File: src/hw/rtl/tsnm_pkg.sv
// shared types and constants for the timestamp pair ring
package tsnm_pkg;

   localparam int TIME_W        = 62;
   localparam int TOL_W         = 20;
   localparam int DEPTH_DEFAULT = 256;
   localparam logic [TOL_W-1:0] TOL_RESET = 20'd1000;

   typedef enum logic [1:0] {
      MODE_CALLBACK = 2'd0,
      MODE_PRESENT  = 2'd1,
      MODE_FIND     = 2'd2,
      MODE_CLEAR    = 2'd3
   } mode_type;

   typedef enum logic {
      ST_IDLE = 1'b0,
      ST_WALK = 1'b1
   } state_type;

   typedef struct packed {
      logic [TIME_W-1:0] present_us;
      logic [TIME_W-1:0] callback_us;
      logic              generated;
   } pair_type;

   typedef struct packed {
      logic done;
      logic found;
   } walk_stat_type;

endpackage

File: src/hw/rtl/tsnm_walk.sv
// backward walk over the ring, one entry read per cycle, keeps the nearest match
module tsnm_walk
   import tsnm_pkg::*;
#(
   parameter int DEPTH = DEPTH_DEFAULT,
   parameter int AW    = $clog2(DEPTH),
   parameter int CW    = $clog2(DEPTH + 1)
) (
   input  logic              clock,
   input  logic              reset,
   input  logic              start,
   input  logic [TIME_W-1:0] query,
   input  logic [TOL_W-1:0]  tol,
   input  logic [AW-1:0]     wp,
   input  logic [CW-1:0]     live,
   output logic              rd_en,
   output logic [AW-1:0]     rd_addr,
   input  pair_type          rd_data,
   output walk_stat_type     stat,
   output pair_type          result
);

   localparam logic [AW-1:0] LAST = AW'(DEPTH - 1);

   logic              active_ff, done_ff, stop_ff, pend_ff, found_ff;
   logic [AW-1:0]     addr_ff;
   logic [CW-1:0]     rem_ff;
   logic [TOL_W:0]    best_ff;
   logic [TIME_W-1:0] query_ff;
   pair_type          res_ff;

   logic [TIME_W:0]   a_diff;
   logic [TIME_W-1:0] b_diff, gap;
   logic              p_later, too_old, closer, eval, brk, take, finish, issue;
   logic [AW-1:0]     addr_dec, start_addr;

   always_comb begin
      a_diff  = {1'b0, query_ff} - {1'b0, rd_data.present_us};
      b_diff  = rd_data.present_us - query_ff;
      p_later = a_diff[TIME_W];
      gap     = p_later ? b_diff : a_diff[TIME_W-1:0];
      // present plus tolerance below the query ends the walk
      too_old = !p_later && (a_diff[TIME_W-1:0] > {{(TIME_W-TOL_W){1'b0}}, tol});
      closer  = (gap[TIME_W-1:TOL_W+1] == '0) && (gap[TOL_W:0] < best_ff);
      eval    = pend_ff && !stop_ff;
      brk     = eval && too_old;
      take    = eval && !too_old && closer;
      finish  = active_ff && (stop_ff || ((rem_ff == '0) && !pend_ff));
      issue   = active_ff && (rem_ff != '0) && !stop_ff && !brk;
      addr_dec   = (addr_ff == '0) ? LAST : addr_ff - 1'b1;
      start_addr = (wp == '0) ? LAST : wp - 1'b1;
   end

   always_ff @(posedge clock) begin
      if (reset) begin
         active_ff <= 1'b0;
         done_ff   <= 1'b0;
         stop_ff   <= 1'b0;
         pend_ff   <= 1'b0;
      end else if (start) begin
         active_ff <= 1'b1;
         done_ff   <= 1'b0;
         stop_ff   <= 1'b0;
         pend_ff   <= 1'b0;
      end else if (active_ff) begin
         pend_ff <= issue;
         if (brk) begin
            stop_ff <= 1'b1;
         end
         if (finish) begin
            active_ff <= 1'b0;
            done_ff   <= 1'b1;
         end
      end
   end

   always_ff @(posedge clock) begin
      if (start) begin
         addr_ff  <= start_addr;
         rem_ff   <= live;
         best_ff  <= {1'b0, tol} + 1'b1;
         found_ff <= 1'b0;
         res_ff   <= '0;
         query_ff <= query;
      end else if (active_ff) begin
         if (issue) begin
            addr_ff <= addr_dec;
            rem_ff  <= rem_ff - 1'b1;
         end
         // strict compare keeps the newer entry on a tie
         if (take) begin
            best_ff  <= gap[TOL_W:0];
            found_ff <= 1'b1;
            res_ff   <= rd_data;
         end
      end
   end

   assign rd_en      = issue;
   assign rd_addr    = addr_ff;
   assign stat.done  = done_ff;
   assign stat.found = found_ff;
   assign result     = res_ff;

endmodule

File: config.mk
export PLATFORM = sky130hd
export DESIGN_NAME = tsnm_walk
export DESIGN_NICKNAME = d
export VERILOG_FILES = /design/src/hw/rtl/tsnm_pkg.sv /design/src/hw/rtl/tsnm_walk.sv
export SDC_FILE = /design/constraint.sdc
export NUM_CORES = 1
export LEC_CHECK = 0
export ABC_AREA = 1
export BUFFER_PORTS_ARGS = -buffer_cell sky130_fd_sc_hd__buf_2
export CAP_MARGIN = 20
export CORE_ASPECT_RATIO = 0.7
export CORE_MARGIN = 1
export CORE_UTILIZATION = 50
export CTS_CLUSTER_DIAMETER = 30
export DETAILED_ROUTE_END_ITERATION = 7
export HOLD_SLACK_MARGIN = 0.06
export PLACE_DENSITY = 0.75
export SLEW_MARGIN = 20
export SYNTH_ARGS = -nofsm -noshare
export SYNTH_HDL_FRONTEND = slang
export SYNTH_SLANG_ARGS = --single-unit
File: constraint.sdc
create_clock -name clock -period 5.15 [get_ports clock]
set_clock_uncertainty 0.1 [all_clocks]
set_input_delay 0.2575 -clock clock [delete_from_list [all_inputs] [get_ports clock]]
set_output_delay 0.2575 -clock clock [all_outputs]
set_load 0.03 [all_outputs]
==> results.ini, run 1 <==
[floorplan]
initial_core_util=0.5062
io_pins=363
die_area_mm2=0.04504
die_w_um=253.2
rows=64
core-area_mm2=0.04364
fp.dieH_um=177.9

[timing]
tightestPinTransition_ps=1026
fmax_ghz=0.2008
post-route-min-period_ps=4980
final-max-slew-violation-count=0
hold_viol=0
setup_ws_ps=169.9
setup-violations-final=0
slew_headroom=0.3161
fin_crit_sh=0.9670

[critical_path]
reg2reg_to=result[83]$_SDFFE_PP0P_
rrSetupSlack_ps=290
critPathLaunchType=flip-flop
crit_arrival_ps=4620
required_ps=4790
crit_path_end_kind=primary output
rr_worst_depth=26
regToRegStartpoint=query_ff[0]$_DFFE_PP_
criticalPathCategory=flip-flop to primary output
critPathMaxFanout=5

[place]
placed_cells=4788
place_congestion=1.090
pre_cts_ws_ps=248.5
dp_hpwl_mm=72.29
portBuffers=362

[clock_tree]
worstSkewPairLatency_ps=600
cts_made_buffers=45
clockRootBuffer=clkbuf_16
cts_max_level=2
cts.reportedPaths.clkPinSlew_ps=50
clock-sinks=230
clock_path_buffers=3
cts_tree=yes

[layout]
area_delta_synth_final_pct=31.96
drive_above_1_share=0.1423
layout.nets=4867
antenna_cells=0
fin_util=0.6679
fill_cells=3811
final_cells=5099

[logic_synthesis]
yosysUniqueCellTypes=49
synth_top_flop_cell=dfxtp_1
synth_fp_nets=4210
synth_area_mm2=0.02209
syn-instance-count=3812
ys_seq_area_frac=0.2538
synth-edff-count=100
avgSynthCellArea_um2=5.795
ys_seq_elements=230
synthArstFlopShare=0
yosys_warnings=0

[route]
top_layer=met5
drt-total-wl_mm=93.90
via_per_inst=5.197
drtAntennaViolNets=0
met1_length_mm=41.63
detail_route.iter0.violations=3141
drcViolationCount=2
routed-via-count=26500
met2WireLength_mm=38.82
wl_met3_mm=11.48
drt_pre_antenna_iters=8
wl_per_cell_um=18.41

[outcome]
violations=design-rule violations
status=complete, but fails checks

[grt]
antenna_found_initial=2
gr-usage-all-layers=0.4002
grt_pass1_wl_mm=136.7
grt_pass1_vias=24060
grt_overflow=0
grt_start_max_net_pins=72

[power]
p_leak_nw=16.34
power_density_mw_per_mm2=277.2
ir_drop_v=0.0002761

[worst_hold_path]
hp-start=tol[5]
hold_class=input port to flip-flop
hold_end=best_ff[5]$_DFFE_PP_
min_path_cells=4

[flow_run]
maxCapViolCount=0

==> report_power, final <==
part	switching (mW)	internal [mW]
sequential	0.0442	2.00
clock	1.15	1.92
combinational	1.97	1.00
==> logic make-up after synthesis <==
kind of cell / count (synthesis) / share of synthesized area
simple gates: 2242 / 0.4116
buf+inv: 853 / 0.1507
mux: 3 / 0.001359
xor+xnor: 57 / 0.02260
compound gates: 256 / 0.06242
fa+ha+maj: 171 / 0.09754
flops: 230 / 0.2538
==> worst max path at each step <==
stage	startpoint	to	slack, ps	cells past startpoint
2_1_floorplan	query_ff[5]$_DFFE_PP_	best_ff[0]$_DFFE_PP_	6	25
3_3_place_gp	query_ff[0]$_DFFE_PP_	best_ff[8]$_DFFE_PP_	330	25
3_5_place_dp	query_ff[0]$_DFFE_PP_	result[117]$_SDFFE_PP0P_	250	27
4_1_cts	query_ff[3]$_DFFE_PP_	rd_en	130	21
5_1_grt	query_ff[0]$_DFFE_PP_	rd_en	-3	26
6_report	query_ff[9]$_DFFE_PP_	rd_en	170	22
==> synthesized netlist by cell type (all sizes together), types with 3 or more instances <==
cell	number	area share
mux2i	3	0.0014
clkinv	3	0.00051
nor2	508	0.090
o21ai	82	0.019
a21oi	135	0.031
and3	4	0.0011
xnor2	23	0.0091
nor3	28	0.0073
buf	69	0.017
xor2	34	0.013
nor4	4	0.0011
o31ai	3	0.0010
ha	169	0.096
nand3	277	0.063
nand2	1365	0.23
inv	757	0.13
clkbuf	24	0.0042
nand4	44	0.012
o21a	5	0.0017
dfxtp	130	0.12
edfxtp	100	0.14
o21bai	9	0.0031
and2	5	0.0014
a31oi	7	0.0020
nand3b	4	0.0014
==> timing repair <==
item	in CTS	in global routing
setup buffers	0	3
setup endpoints to repair	0	148
hold endpoints to repair	237	0
hold buffers	223	0
resized for setup	0	27
==> per-layer routing <==
metal,up-vias,GRT usage
met1,11970,0.5769
met5,-,0
met4,4,0.08939
met3,178,0.09812
li1,12910,-
met2,1442,0.5958
==> stage by stage <==
| step | hold slack (ps) | total power, mW | TNS [ps] | area (um^2) |
|---|---|---|---|---|
| floorplan | 256.4 | 3.709 | 0 | 22090 |
| global placement | 334.4 | 4.737 | 0 | 25150 |
| detailed placement | 335.6 | 4.742 | 0 | 25150 |
| CTS | 73.86 | 7.925 | 0 | 28960 |
| global route | 96.63 | 8.432 | -2.737 | 29150 |
| finish | 88.21 | 8.082 | 0 | 29150 |
==> critical path: stages, from the launching register on <==
cell and delay [ps]:
edfxtp_1 410, ha_1 370, buf_4 200, nand2_1 120, nor2_2 350, nand2_1 260, inv_1 190, nand2_1 70
nand2_1 170, xor2_1 240, ha_1 300, nand2_1 80, nor2_1 50, a211oi_1 220, nor2_1 90, nor2_1 110
nand3_1 80, nand2_1 90, nand3_2 150, nand3_1 120, nand2_1 100, inv_1 70, clkbuf_4 180
==> sequential cells by signal (all words and copies together) (netlist names) <==
signal	flops
found_ff	1
best_ff	21
stop_ff	1
active_ff	1
rd_addr	8
rem_ff	9
query_ff	62
done_ff	1
pend_ff	1
result	125
==> cell type report <==
type | count | area, um^2 | share of cell area
flip-flops and latches | 230 | 5605 | 0.1923
repair buffers | 703 | 5131 | 0.1760
clock inverters | 28 | 330.3 | 0.01133
inverters | 760 | 2858 | 0.09804
clock buffers | 55 | 1247 | 0.04280
well taps | 594 | 743.2 | 0.02550
multi-input cells | 2729 | 13230 | 0.4540
==> cells in the final DEF, fill, tap and decap left out, types with 4 or more instances in the layout <==
cell,synthesis,routed
nand2_1,1362,1361
inv_1,726,725
nor2_1,479,479
buf_2,46,360
nand3_1,276,272
dlygate4sd3_1,0,223
ha_1,169,164
a21oi_1,135,135
dfxtp_1,130,130
buf_4,8,104
edfxtp_1,100,100
o21ai_0,82,74
clkbuf_16,0,50
nand4_1,44,44
xor2_1,34,33
inv_2,31,31
nor2_2,27,25
nor3_1,24,24
xnor2_1,23,23
buf_12,0,11
o21bai_1,9,9
inv_6,0,9
o21ai_1,0,7
a31oi_1,7,7
nand3_2,1,5
and2_1,5,5
o21a_1,5,5
ha_2,0,5
clkbuf_1,22,5
clkinv_2,0,5
nor3_2,4,4
nand3b_1,4,4
clkinv_1,3,4
and3_1,4,4
clkinv_4,0,4
Power figures use the tool's default switching activity.
==> run 2: changes to the inputs <==
- PLACE_DENSITY: 0.75 -> 0.73
==> run 2 against run 1 <==
Sequential power about the same; die area unchanged; worst setup slack improved by 67 ps; hold slack got worse by 5.5 ps; critical path type is now flip-flop to flip-flop; the flow now finishes without violations; non-clock buffer count decreased by 2; final area fell by 0.33%; clock power shrank 3%; largest cell class unchanged; maximum frequency is 1.4% higher; register-to-register slack got worse by 50 ps.
==> results.ini, run 2 (synthesis results as in run 1) <==
[route]
routed-via-count=26030  ; was 26500
wl_per_cell_um=17.11  ; was 18.41 um
drtAntennaViolNets=0  ; unchanged
via_per_inst=5.109  ; was 5.197
drcViolationCount=0  ; was 2
drt_pre_antenna_iters=8  ; unchanged
drt-total-wl_mm=87.15  ; was 93.90 mm
detail_route.iter0.violations=2706  ; was 3141

[place]
placed_area_mm2=0.02524  ; was 0.02515 mm^2
dp_hpwl_mm=68.32  ; was 72.29 mm
place_congestion=1.072  ; was 1.090
portBuffers=362  ; unchanged
pre_cts_ws_ps=-107.2  ; was 248.5 ps
placed_cells=4800  ; was 4788

[floorplan]
io_pins=363  ; unchanged
rows=64  ; unchanged
initial_core_util=0.5062  ; unchanged
die_w_um=253.2  ; unchanged
die_area_mm2=0.04504  ; unchanged
fp.dieH_um=177.9  ; unchanged
core-area_mm2=0.04364  ; unchanged

[flow_run]
maxCapViolCount=0  ; unchanged

[critical_path]
critPathMaxFanout=38  ; was 5
crit_arrival_ps=5290  ; was 4620 ps
crit_path_end_kind=flip-flop  ; was primary output
critPathLaunchType=flip-flop  ; unchanged
criticalPathCategory=flip-flop to flip-flop  ; was flip-flop to primary output
required_ps=5530  ; was 4790 ps
rrSetupSlack_ps=240  ; was 290 ps

[clock_tree]
clockRootBuffer=clkbuf_16  ; unchanged
cts_made_buffers=43  ; was 45
cts.reportedPaths.clkPinSlew_ps=50  ; about the same
cts_tree=yes  ; unchanged
clock-sinks=230  ; unchanged
cts_max_level=2  ; unchanged
worstSkewPairLatency_ps=580  ; was 600 ps
clock_path_buffers=3  ; unchanged

[grt]
gr-usage-all-layers=0.3744  ; was 0.4002
grt_start_max_net_pins=94  ; was 72
grt_pass1_wl_mm=129.6  ; was 136.7 mm
antenna_found_initial=1  ; was 2
grt_pass1_vias=23570  ; was 24060
grt_overflow=0  ; unchanged

[power]
power.internal_mw=4.956  ; was 4.922 mW
switching_share=0.3784  ; was 0.3909
p_seq_frac=0.257  ; was 0.253
p_leak_nw=16.30  ; was 16.34 nW
p_comb_frac=0.369  ; was 0.368
clockPowerShare=0.374  ; was 0.379
power_density_mw_per_mm2=274.4  ; was 277.2 mW/mm^2
p_sw_mw=3.017  ; was 3.159 mW
ir_drop_v=0.0003766  ; was 0.0002761 V

[timing]
fin_crit_sh=0.9539  ; was 0.9670
final-max-slew-violation-count=0  ; unchanged
post-route-min-period_ps=4913  ; was 4980 ps
tns_ps=0  ; unchanged
setup_ws_ps=237.2  ; was 169.9 ps
fmax_ghz=0.2036  ; was 0.2008 GHz
tightestPinTransition_ps=912.1  ; was 1026 ps
slew_headroom=0.3919  ; was 0.3161
setup-violations-final=0  ; unchanged
hold_viol=0  ; unchanged

[layout]
largest_reg_flops=125  ; unchanged
final_cells=5095  ; was 5099
finalInstanceArea_mm2=0.02905  ; was 0.02915 mm^2
fin_util=0.6657  ; was 0.6679
area_delta_synth_final_pct=31.52  ; was 31.96%
drive_above_1_share=0.1451  ; was 0.1423
final_common_cell=nand2_1  ; unchanged
antenna_cells=0  ; unchanged
layout.nets=4864  ; was 4867
layout_common_cells=1360 x nand2_1, 725 x inv_1, 475 x nor2_1  ; was 1361 x nand2_1, 725 x inv_1, 479 x nor2_1

[outcome]
status=finished, final reports clean  ; was complete, but fails checks

[worst_hold_path]
hold_class=input port to flip-flop  ; unchanged

[run 2: changes by cell type in the layout (fill, tap and decap cells not counted), moves of 4 or more]
| cell | delta |
|---|---|
| buf_4 | +13 |
| clkbuf_16 | -5 |
| clkbuf_8 | +5 |
| dlygate4sd3_1 | -10 |
| inv_6 | -7 |
| nor2_1 | -4 |
| o21ai_0 | +7 |
| o21ai_1 | -6 |
[run 2: path summary, 6_finish.rpt]
check / from / end / cells after the start
hold reg to reg: result[5]$_SDFFE_PP0P_ / result[5]$_SDFFE_PP0P_ / 2
setup reg to reg: query_ff[57]$_DFFE_PP_ / result[92]$_SDFFE_PP0P_ / 25
setup / recovery: query_ff[57]$_DFFE_PP_ / result[92]$_SDFFE_PP0P_ / 25
hold / removal: wp[4] / rd_addr[4]$_DFFE_PP_ / 4
[run 2: critical path: stages, from the launching register on]
cell and delay (ps):
edfxtp_1 390, ha_1 400, a21oi_1 260, nand2_1 140, a21oi_1 230, nand2_1 160
a21oi_1 170, buf_4 190, nand2_2 160, buf_4 190, o21ai_0 380, ha_1 240
a21oi_1 70, o21ai_0 200, nand2_1 90, o2111ai_1 110, a21boi_1 100, o21ai_0 300
a21oi_2 80, nand2_1 120, nor2_4 50, buf_12 150, buf_16 170, nand3_1 110
nand2_1 50, nor2_1 180
[run 2: cell type report]
type	instances	area, um^2
repair buffers	701	5025
inverters	760	2858
clock inverters	21	285.3
fillers	3974	14590
flip-flops and latches	230	5605
multi-input cells	2730	13290
well taps	594	743.2
clock buffers	59	1249
[run 2: timing repair]
action | CTS | global route
cloned | 0 | 1
buffers inserted | 0 | 1
setup endpoints to repair | 146 | 148
endpoints found under the hold margin | 214 | 0
hold buffers | 213 | 0
pin swaps | 0 | 3
resized for setup | 1 | 27
[run 2: power groups by stage]
stage                     Sequential (mW)  Combinational [mW]  Clock, mW
after detailed placement             2.08                2.67          0
after global placement               2.08                2.66          0
after floorplan                      2.08                1.62          0
after global routing                 2.05                3.21       3.09
final                                2.05                2.94       2.98
after CTS                            2.04                2.81       3.00
[run 2: layer usage]
| layer | GRT usage | up-vias | part of all wire |
|---|---|---|---|
| li1 | - | 12910 | - |
| met1 | 0.5224 | 11710 | 0.44 |
| met2 | 0.5734 | 1272 | 0.42 |
| met3 | 0.08639 | 139 | 0.11 |
| met4 | 0.1066 | 0 | 0.026 |
| met5 | 0 | - | 0 |
[run 2: through the flow]
| step | hold slack, ps | total power, mW |
|---|---|---|
| 2_1_floorplan | 256.4 | 3.709 |
| 3_3_place_gp | 334.1 | 4.733 |
| 3_5_place_dp | 335.6 | 4.745 |
| 4_1_cts | 65.71 | 7.851 |
| 5_1_grt | 98.40 | 8.353 |
| 6_report | 82.71 | 7.973 |
